File: config.mk
export PLATFORM = sky130hd
export DESIGN_NAME = pcg32_bounded_generator_top
export DESIGN_NICKNAME = d
export VERILOG_FILES = /design/src/rtl/pcgbg_pkg.sv /design/src/rtl/pcgbg_mul.sv /design/src/rtl/pcgbg_div.sv /design/src/rtl/pcg32_bounded_generator_top.sv
export SDC_FILE = /design/constraint.sdc
export NUM_CORES = 2
export LEC_CHECK = 0
export BUFFER_PORTS_ARGS = -buffer_cell sky130_fd_sc_hd__buf_2
export CAP_MARGIN = 20
export CORE_ASPECT_RATIO = 0.5
export CORE_MARGIN = 3
export CORE_UTILIZATION = 55
export DETAILED_ROUTE_END_ITERATION = 12
export GPL_TIMING_DRIVEN = 0
export PLACE_DENSITY_LB_ADDON = 0.25
export SYNTH_ARGS = -nofsm -noshare
export SYNTH_HDL_FRONTEND = slang
export SYNTH_HIERARCHICAL = 1
export SYNTH_SLANG_ARGS = --single-unit
File: constraint.sdc
create_clock -name clock -period 30.3 [get_ports clock]
set_input_delay 7.575 -clock clock [delete_from_list [all_inputs] [get_ports clock]]
set_output_delay 7.575 -clock clock [all_outputs]
set_load 0.01 [all_outputs]
File: src/rtl/pcgbg_pkg.sv
// Shared types and constants for the bounded PCG32 generator.
`default_nettype none

package pcgbg_pkg;

   // Splitmix64 and LCG constants.
   localparam logic [63:0] SPLITMIX_INC = 64'h9E37_79B9_7F4A_7C15;
   localparam logic [63:0] LCG_MULT     = 64'h5851_F42D_4C95_7F2D;
   localparam logic [63:0] MIX_MUL_A    = 64'hBF58_476D_1CE4_E5B9;
   localparam logic [63:0] MIX_MUL_B    = 64'h94D0_49BB_1331_11EB;

   // Rejection cap: the last allowed try of a draw.
   localparam logic [7:0]  LAST_TRY     = 8'd255;

   // Input mode codes.
   localparam logic        MODE_RESEED  = 1'b0;
   localparam logic        MODE_DRAW    = 1'b1;

   // Configuration register indexes.
   localparam logic [1:0]  CSR_BASE_SEED = 2'd0;
   localparam logic [1:0]  CSR_STREAM_ID = 2'd1;

   // Request to the serial multiplier: product = a * b + addend (mod 2^64).
   typedef struct packed {
      logic        start;
      logic [63:0] a;
      logic [63:0] b;
      logic [63:0] addend;
   } mul_req_type;

   // Request to the serial divider: remainder = dividend mod divisor.
   typedef struct packed {
      logic        start;
      logic [31:0] dividend;
      logic [31:0] divisor;
   } div_req_type;

   // Sequencer states.
   typedef enum logic [3:0] {
      ST_IDLE,
      ST_RS_MAT,
      ST_RS_LA,
      ST_RS_WA,
      ST_RS_WB,
      ST_RS_LADV,
      ST_RS_WADV,
      ST_DR_WAIT,
      ST_DR_MOD,
      ST_DONE
   } fsm_type;

endpackage

`default_nettype wire

File: src/rtl/pcgbg_mul.sv
// Digit-serial 64-bit multiply-add, two multiplier bits per cycle.
`default_nettype none

module pcgbg_mul
   import pcgbg_pkg::*;
(
   input  wire logic        clock,
   input  wire logic        reset,
   input  wire mul_req_type mul_req,
   output logic             mul_busy,
   output logic [63:0]      mul_prod
);

   logic [63:0] a_ff, a_in;
   logic [63:0] b_ff, b_in;
   logic [63:0] acc_ff, acc_in;
   logic [4:0]  cnt_ff, cnt_in;
   logic        busy_ff, busy_in;
   logic [63:0] pp_lo, pp_hi;

   // One radix-4 step: add the two partial products selected by the low digit.
   always_comb begin
      pp_lo  = a_ff[0] ? b_ff : 64'd0;
      pp_hi  = a_ff[1] ? {b_ff[62:0], 1'b0} : 64'd0;
      a_in   = a_ff;
      b_in   = b_ff;
      acc_in = acc_ff;
      cnt_in = cnt_ff;
      busy_in = busy_ff;
      if (mul_req.start) begin
         a_in    = mul_req.a;
         b_in    = mul_req.b;
         acc_in  = mul_req.addend;
         cnt_in  = 5'd0;
         busy_in = 1'b1;
      end else if (busy_ff) begin
         acc_in = acc_ff + pp_lo + pp_hi;
         a_in   = {2'b00, a_ff[63:2]};
         b_in   = {b_ff[61:0], 2'b00};
         cnt_in = cnt_ff + 5'd1;
         if (cnt_ff == 5'd31) begin
            busy_in = 1'b0;
         end
      end
   end

   // Control registers.
   always_ff @(posedge clock) begin
      if (reset) begin
         busy_ff <= 1'b0;
         cnt_ff  <= 5'd0;
      end else begin
         busy_ff <= busy_in;
         cnt_ff  <= cnt_in;
      end
   end

   // Data shift registers.
   always_ff @(posedge clock) begin
      a_ff   <= a_in;
      b_ff   <= b_in;
      acc_ff <= acc_in;
   end

   assign mul_busy = busy_ff;
   assign mul_prod = acc_ff;

endmodule

`default_nettype wire

File: src/rtl/pcgbg_div.sv
// Bit-serial restoring remainder unit for 32-bit operands.
`default_nettype none

module pcgbg_div
   import pcgbg_pkg::*;
(
   input  wire logic        clock,
   input  wire logic        reset,
   input  wire div_req_type div_req,
   output logic             div_busy,
   output logic [31:0]      div_rem
);

   logic [31:0] rem_ff, rem_in;
   logic [31:0] dd_ff, dd_in;
   logic [31:0] dvs_ff, dvs_in;
   logic [4:0]  cnt_ff, cnt_in;
   logic        busy_ff, busy_in;
   logic [32:0] trial;
   logic [32:0] diff;

   // One dividend bit enters the partial remainder per cycle.
   always_comb begin
      trial   = {rem_ff, dd_ff[31]};
      diff    = trial - {1'b0, dvs_ff};
      rem_in  = rem_ff;
      dd_in   = dd_ff;
      dvs_in  = dvs_ff;
      cnt_in  = cnt_ff;
      busy_in = busy_ff;
      if (div_req.start) begin
         rem_in  = 32'd0;
         dd_in   = div_req.dividend;
         dvs_in  = div_req.divisor;
         cnt_in  = 5'd0;
         busy_in = 1'b1;
      end else if (busy_ff) begin
         rem_in = diff[32] ? trial[31:0] : diff[31:0];
         dd_in  = {dd_ff[30:0], 1'b0};
         cnt_in = cnt_ff + 5'd1;
         if (cnt_ff == 5'd31) begin
            busy_in = 1'b0;
         end
      end
   end

   // Control registers.
   always_ff @(posedge clock) begin
      if (reset) begin
         busy_ff <= 1'b0;
         cnt_ff  <= 5'd0;
      end else begin
         busy_ff <= busy_in;
         cnt_ff  <= cnt_in;
      end
   end

   // Data registers.
   always_ff @(posedge clock) begin
      rem_ff <= rem_in;
      dd_ff  <= dd_in;
      dvs_ff <= dvs_in;
   end

   assign div_busy = busy_ff;
   assign div_rem  = rem_ff;

endmodule

`default_nettype wire

File: src/rtl/pcg32_bounded_generator_top.sv
// Top level of the bounded PCG32 generator with splitmix64 reseeding.
//
//  channel | ports                                        | direction
//  --------+----------------------------------------------+----------
//  req     | req_valid req_ready req_mode req_room_key    | in
//          | req_bound                                    |
//  rsp     | rsp_valid rsp_ready rsp_value                | out
//  csr     | csr_valid csr_ready csr_index csr_wdata      | in
//
// One item is worked on at a time, through a serial multiplier and a serial remainder unit.
// A reseed runs six multiplies in sequence.
// A draw runs one advance per try (the threshold remainder overlaps the first try),
// then the final remainder, then posts the item; a zero bound posts zero directly.
// Reset is synchronous; it clears the generator state and sets stream_id to 7.
// A result waiting on rsp_ready holds the sequencer; csr writes are always taken.
`default_nettype none

module pcg32_bounded_generator_top
   import pcgbg_pkg::*;
(
   input  wire logic        clock,
   input  wire logic        reset,
   input  wire logic        req_valid,
   output logic             req_ready,
   input  wire logic        req_mode,
   input  wire logic [31:0] req_room_key,
   input  wire logic [31:0] req_bound,
   output logic             rsp_valid,
   input  wire logic        rsp_ready,
   output logic [31:0]      rsp_value,
   input  wire logic        csr_valid,
   output logic             csr_ready,
   input  wire logic [1:0]  csr_index,
   input  wire logic [63:0] csr_wdata
);

   fsm_type     fsm_ff, fsm_in;
   logic [63:0] base_seed_ff;
   logic [31:0] stream_id_ff;
   logic [63:0] gen_state_ff, gen_state_in;
   logic [63:0] gen_inc_ff, gen_inc_in;
   logic [63:0] old_ff, old_in;
   logic [63:0] mat_ff, mat_in;
   logic [63:0] init_ff, init_in;
   logic [31:0] key_ff, key_in;
   logic [31:0] bound_ff, bound_in;
   logic [31:0] res_ff, res_in;
   logic [7:0]  tries_ff, tries_in;
   logic        second_ff, second_in;
   logic        rsp_valid_ff, rsp_valid_in;
   logic [31:0] rsp_value_ff, rsp_value_in;

   mul_req_type mul_req;
   logic        mul_busy;
   logic [63:0] mul_prod;
   div_req_type div_req;
   logic        div_busy;
   logic [31:0] div_rem;

   logic [63:0] mix_out;
   logic [31:0] draw_val;

   // XSH-RR output permutation of the state before an advance.
   function automatic logic [31:0] pcg_output(input logic [63:0] old);
      logic [31:0] xs;
      logic [63:0] dbl;
      xs  = 32'(((old >> 18) ^ old) >> 27);
      dbl = {xs, xs} >> old[63:59];
      return dbl[31:0];
   endfunction

   pcgbg_mul u_mul (
      .clock    (clock),
      .reset    (reset),
      .mul_req  (mul_req),
      .mul_busy (mul_busy),
      .mul_prod (mul_prod)
   );

   pcgbg_div u_div (
      .clock    (clock),
      .reset    (reset),
      .div_req  (div_req),
      .div_busy (div_busy),
      .div_rem  (div_rem)
   );

   assign mix_out   = mul_prod ^ (mul_prod >> 31);
   assign draw_val  = pcg_output(old_ff);
   assign req_ready = (fsm_ff == ST_IDLE);
   assign csr_ready = 1'b1;
   assign rsp_valid = rsp_valid_ff;
   assign rsp_value = rsp_value_ff;

   // Sequencer: next state, unit launches and datapath register updates.
   always_comb begin
      fsm_in       = fsm_ff;
      gen_state_in = gen_state_ff;
      gen_inc_in   = gen_inc_ff;
      old_in       = old_ff;
      mat_in       = mat_ff;
      init_in      = init_ff;
      key_in       = key_ff;
      bound_in     = bound_ff;
      res_in       = res_ff;
      tries_in     = tries_ff;
      second_in    = second_ff;
      rsp_valid_in = rsp_valid_ff;
      rsp_value_in = rsp_value_ff;

      mul_req.start    = 1'b0;
      mul_req.a        = gen_state_ff;
      mul_req.b        = LCG_MULT;
      mul_req.addend   = gen_inc_ff;
      div_req.start    = 1'b0;
      div_req.dividend = draw_val;
      div_req.divisor  = bound_ff;

      // The output register empties when the item is taken.
      if (rsp_valid_ff && rsp_ready) begin
         rsp_valid_in = 1'b0;
      end

      case (fsm_ff)
         ST_IDLE: begin
            if (req_valid) begin
               key_in   = req_room_key;
               bound_in = req_bound;
               if (req_mode == MODE_RESEED) begin
                  // Stream number times the splitmix increment.
                  mul_req.start  = 1'b1;
                  mul_req.a      = {32'd0, stream_id_ff};
                  mul_req.b      = SPLITMIX_INC;
                  mul_req.addend = 64'd0;
                  second_in      = 1'b0;
                  fsm_in         = ST_RS_MAT;
               end else if (req_bound == 32'd0) begin
                  res_in = 32'd0;
                  fsm_in = ST_DONE;
               end else begin
                  // First advance runs beside the threshold remainder.
                  mul_req.start    = 1'b1;
                  old_in           = gen_state_ff;
                  div_req.start    = 1'b1;
                  div_req.dividend = 32'd0 - req_bound;
                  div_req.divisor  = req_bound;
                  tries_in         = 8'd0;
                  fsm_in           = ST_DR_WAIT;
               end
            end
         end
         ST_RS_MAT: begin
            if (!mul_busy) begin
               mat_in = (base_seed_ff ^ mul_prod ^ {key_ff, key_ff}) + SPLITMIX_INC;
               fsm_in = ST_RS_LA;
            end
         end
         ST_RS_LA: begin
            mul_req.start  = 1'b1;
            mul_req.a      = mat_ff ^ (mat_ff >> 30);
            mul_req.b      = MIX_MUL_A;
            mul_req.addend = 64'd0;
            fsm_in         = ST_RS_WA;
         end
         ST_RS_WA: begin
            if (!mul_busy) begin
               mul_req.start  = 1'b1;
               mul_req.a      = mul_prod ^ (mul_prod >> 27);
               mul_req.b      = MIX_MUL_B;
               mul_req.addend = 64'd0;
               fsm_in         = ST_RS_WB;
            end
         end
         ST_RS_WB: begin
            if (!mul_busy) begin
               if (!second_ff) begin
                  // First splitmix output is the initial state.
                  init_in   = mix_out;
                  second_in = 1'b1;
                  mat_in    = mat_ff + SPLITMIX_INC;
                  fsm_in    = ST_RS_LA;
               end else begin
                  // Advance from zero gives the increment; then add the seed.
                  gen_inc_in   = {mix_out[62:0], 1'b1};
                  gen_state_in = {mix_out[62:0], 1'b1} + init_ff;
                  fsm_in       = ST_RS_LADV;
               end
            end
         end
         ST_RS_LADV: begin
            mul_req.start = 1'b1;
            fsm_in        = ST_RS_WADV;
         end
         ST_RS_WADV: begin
            if (!mul_busy) begin
               gen_state_in = mul_prod;
               res_in       = 32'd0;
               fsm_in       = ST_DONE;
            end
         end
         ST_DR_WAIT: begin
            if (!mul_busy && !div_busy) begin
               gen_state_in = mul_prod;
               if ((draw_val >= div_rem) || (tries_ff == LAST_TRY)) begin
                  div_req.start = 1'b1;
                  fsm_in        = ST_DR_MOD;
               end else begin
                  // Rejected: advance again from the new state.
                  mul_req.start = 1'b1;
                  mul_req.a     = mul_prod;
                  old_in        = mul_prod;
                  tries_in      = tries_ff + 8'd1;
               end
            end
         end
         ST_DR_MOD: begin
            if (!div_busy) begin
               res_in = div_rem;
               fsm_in = ST_DONE;
            end
         end
         ST_DONE: begin
            if (!rsp_valid_ff || rsp_ready) begin
               rsp_valid_in = 1'b1;
               rsp_value_in = res_ff;
               fsm_in       = ST_IDLE;
            end
         end
         default: begin
            fsm_in = ST_IDLE;
         end
      endcase
   end

   // Control and generator state registers.
   always_ff @(posedge clock) begin
      if (reset) begin
         fsm_ff       <= ST_IDLE;
         rsp_valid_ff <= 1'b0;
         gen_state_ff <= 64'd0;
         gen_inc_ff   <= 64'd0;
         tries_ff     <= 8'd0;
         second_ff    <= 1'b0;
      end else begin
         fsm_ff       <= fsm_in;
         rsp_valid_ff <= rsp_valid_in;
         gen_state_ff <= gen_state_in;
         gen_inc_ff   <= gen_inc_in;
         tries_ff     <= tries_in;
         second_ff    <= second_in;
      end
   end

   // Configuration registers.
   always_ff @(posedge clock) begin
      if (reset) begin
         base_seed_ff <= 64'd0;
         stream_id_ff <= 32'd7;
      end else if (csr_valid && csr_ready) begin
         case (csr_index)
            CSR_BASE_SEED: base_seed_ff <= csr_wdata;
            CSR_STREAM_ID: stream_id_ff <= csr_wdata[31:0];
            default: begin
            end
         endcase
      end
   end

   // Payload registers.
   always_ff @(posedge clock) begin
      old_ff       <= old_in;
      mat_ff       <= mat_in;
      init_ff      <= init_in;
      key_ff       <= key_in;
      bound_ff     <= bound_in;
      res_ff       <= res_in;
      rsp_value_ff <= rsp_value_in;
   end

endmodule

`default_nettype wire
==> results.json <==
{
  "path_clk_slew_ps": 70,
  "setup_violations": 0,
  "clock_sinks": 831,
  "holdBufCountCts": 0,
  "slew_headroom_pct": 11.39,
  "die_x_um": 450.3,
  "synthArstFlopShare_pct": 0,
  "clkLatencyLatePin_ps": 710,
  "crit_fanout": 65,
  "io_buffers": 169,
  "synth_top_area_share_pct": 30.37,
  "whs_ps": 413.6,
  "ys_seq_area_share_pct": 40.77,
  "rsz0062_at_grt": "no",
  "fin_crit_ps": 13530,
  "drt_iter0_drc": 6920,
  "ys_ff_latch": 831,
  "ant_nets": 0,
  "synth_edf_count": 549,
  "hold_viol": 0,
  "synth_compound_area_share_pct": 17.36,
  "grt_pass1_wl_um": 300200,
  "synth_common_cells": "918 x nand2_1, 549 x edfxtp_1, 497 x a21oi_1",
  "post-place-ws_ps": 16420,
  "synth-simple-area-share_pct": 17.61,
  "drv_slew": 0,
  "dieArea_um2": 102700,
  "cts_setup_buffers": 0,
  "clockRootBuffer": "clkbuf_16",
  "synth_top_family_by_area": "simple AND/OR/NAND/NOR gates",
  "synth_mux_area_share_pct": 5.182,
  "period_share_pct": 44.64,
  "grt_max_degree": 66,
  "antenna_found_initial": 6,
  "tightestPinTransition_ps": 1329,
  "cap_violations": 0,
  "dpl.hpwl_um": 164400,
  "gp_congestion": 1.057,
  "die_h_um": 228.1,
  "fmax_mhz": 73.93,
  "core_area_um2": 96590,
  "layout-drive-gt1-share_pct": 10.53,
  "grt_pass1_vias": 44830,
  "nets": 6588,
  "rows": 80,
  "outcome": "finished, final reports clean",
  "worst_setup_path_end_kind": "flop",
  "first_pass_iters": 6,
  "synth_area_um2": 54280,
  "synthAdderAreaFrac_pct": 6.915,
  "grtUsageTotal_pct": 39.33,
  "avgSynthCellArea_um2": 9.214,
  "hold_class": "flop to flop",
  "clock_skew_ps": 38.57,
  "worstPathArrival_ps": 13880,
  "cts_buffers": 78,
  "drc": 0,
  "cts_tree": "built",
  "synth_top_cell_by_area": "edfxtp_1",
  "htreeDepth": 3,
  "synth_warnings": 6,
  "routed_via_density": 6.390,
  "timing_worst_setup_path_type": "primary input to flop",
  "critPathLaunchType": "primary input",
  "initial_core_util_pct": 56.20,
  "gr-total-overflow": 0,
  "postSynthCellCount": 5891,
  "met1_length_um": 85030,
  "wl_met3_um": 24030,
  "synth_xor_xnor_area_share_pct": 8.091,
  "layout_setup_ws_ps": 16770,
  "top_layer": "met5",
  "cts_resized": 0,
  "area_delta_synth_final_pct": 10.61,
  "dr_wl_met2_um": 86970,
  "vias": 48420,
  "synth_cell_types": 111,
  "cts_buffer_depth": 3,
  "setup_tns_ps": 0,
  "synth_most_common_cell": "nand2_1",
  "wl_um": 208700,
  "wl_per_cell_um": 27.54,
  "synth-main-ff-cell": "edfxtp_1",
  "critPathRequiredTime_ps": 30650,
  "boundaryPins": 171,
  "nFillCells": 8229,
  "synthTopCellsByArea": "edfxtp_1 30%, dfxtp_1 10%, nand2_1 6.3%, a21oi_1 4.6%, ha_1 4.5%"
}
[kinds of logic (layout without fill, tap and decap cells)]
kind of cell / Yosys count / count (layout)
AND/OR/NAND/NOR: 2077 / 2077
other: 2 / 17
buffers and inverters: 560 / 919
AO/OA/AOI/OAI: 1453 / 1453
adder cells (fa/ha/maj): 261 / 261
XOR/XNOR: 449 / 449
multiplexers: 258 / 258
flip-flops: 831 / 831
[critical path, cell delays in order]
cell and delay, ps:
buf_2 160, nand2_1 120, inv_2 450, nand2_1 860
clkinv_1 460, nor2_1 200, o21ai_0 130, or3_1 410
buf_2 340, clkbuf_1 700, clkbuf_1 830, or2_4 830
buf_16 350, buf_16 320
[through the flow]
stage | std cells | utilization (%) | cell area [µm²]
finish | 7577 | 62.16 | 60040
global route | 7569 | 62.13 | 60020
CTS | 7562 | 62.05 | 59930
floorplan | 5898 | - | 54310
detailed placement | 7416 | 59.38 | 57360
global placement | 7379 | 58.80 | 56790
[layer usage]
layer	up-vias	GRT usage, %
met4	4	20.56
met5	-	0
met2	2980	57.11
met3	539	9.182
met1	23260	54.66
li1	21640	-
[state kept, by name (all words and copies together), names as in the netlist, 8 cells and up]
signal,count
res_ff,32
bound_ff,32
u_mul/mul_prod,64
init_ff,64
tries_ff,8
gen_inc_ff,64
stream_id_ff,32
base_seed_ff,64
old_ff,37
u_mul/a_ff,64
u_div/div_rem,32
rsp_value,32
key_ff,32
u_div/dd_ff,32
gen_state_ff,64
u_div/dvs_ff,32
u_mul/b_ff,64
mat_ff,64
[area by class of cell]
type / instances / area [µm²] / area share [%]
multi-input combinational: 4507 / 30030 / 50.01
clock inverter: 47 / 395.4 / 0.6586
buffer: 424 / 1693 / 2.820
timing repair buffer: 213 / 1441 / 2.401
sequential: 831 / 22130 / 36.86
inverter: 136 / 510.5 / 0.8503
clock buffer: 99 / 2177 / 3.626
tap: 1312 / 1642 / 2.734
antenna: 8 / 20.02 / 0.03334
[placed cells by master, fill, tap and decap left out, drive strengths merged, types with 138 or more instances in the layout]
| cell type | instances |
|---|---|
| nand2 | 928 |
| edfxtp | 549 |
| a21oi | 501 |
| clkbuf | 448 |
| nor2 | 440 |
| o21ai | 327 |
| buf | 288 |
| dfxtp | 282 |
| xnor2 | 240 |
| and2 | 217 |
| ha | 196 |
| mux2 | 184 |
| xor2 | 178 |
| inv | 138 |
[worst paths after layout]
path	slack (ps)	end	depth (start not counted)	start
worst max-delay path	16770	u_mul/a_ff[27]$_DFFE_PP_	14	req_valid
worst max register to register	20250	u_mul/a_ff[27]$_DFFE_PP_	24	old_ff[59]$_DFFE_PP_
worst min register to register	410	rsp_value[15]$_DFFE_PP_	0	res_ff[15]$_SDFFCE_PN0P_
worst min-delay path	410	rsp_value[15]$_DFFE_PP_	0	res_ff[15]$_SDFFCE_PN0P_
Power is not shown: default switching activity piles up to over one toggle a cycle in this logic, so the estimate is an artifact.
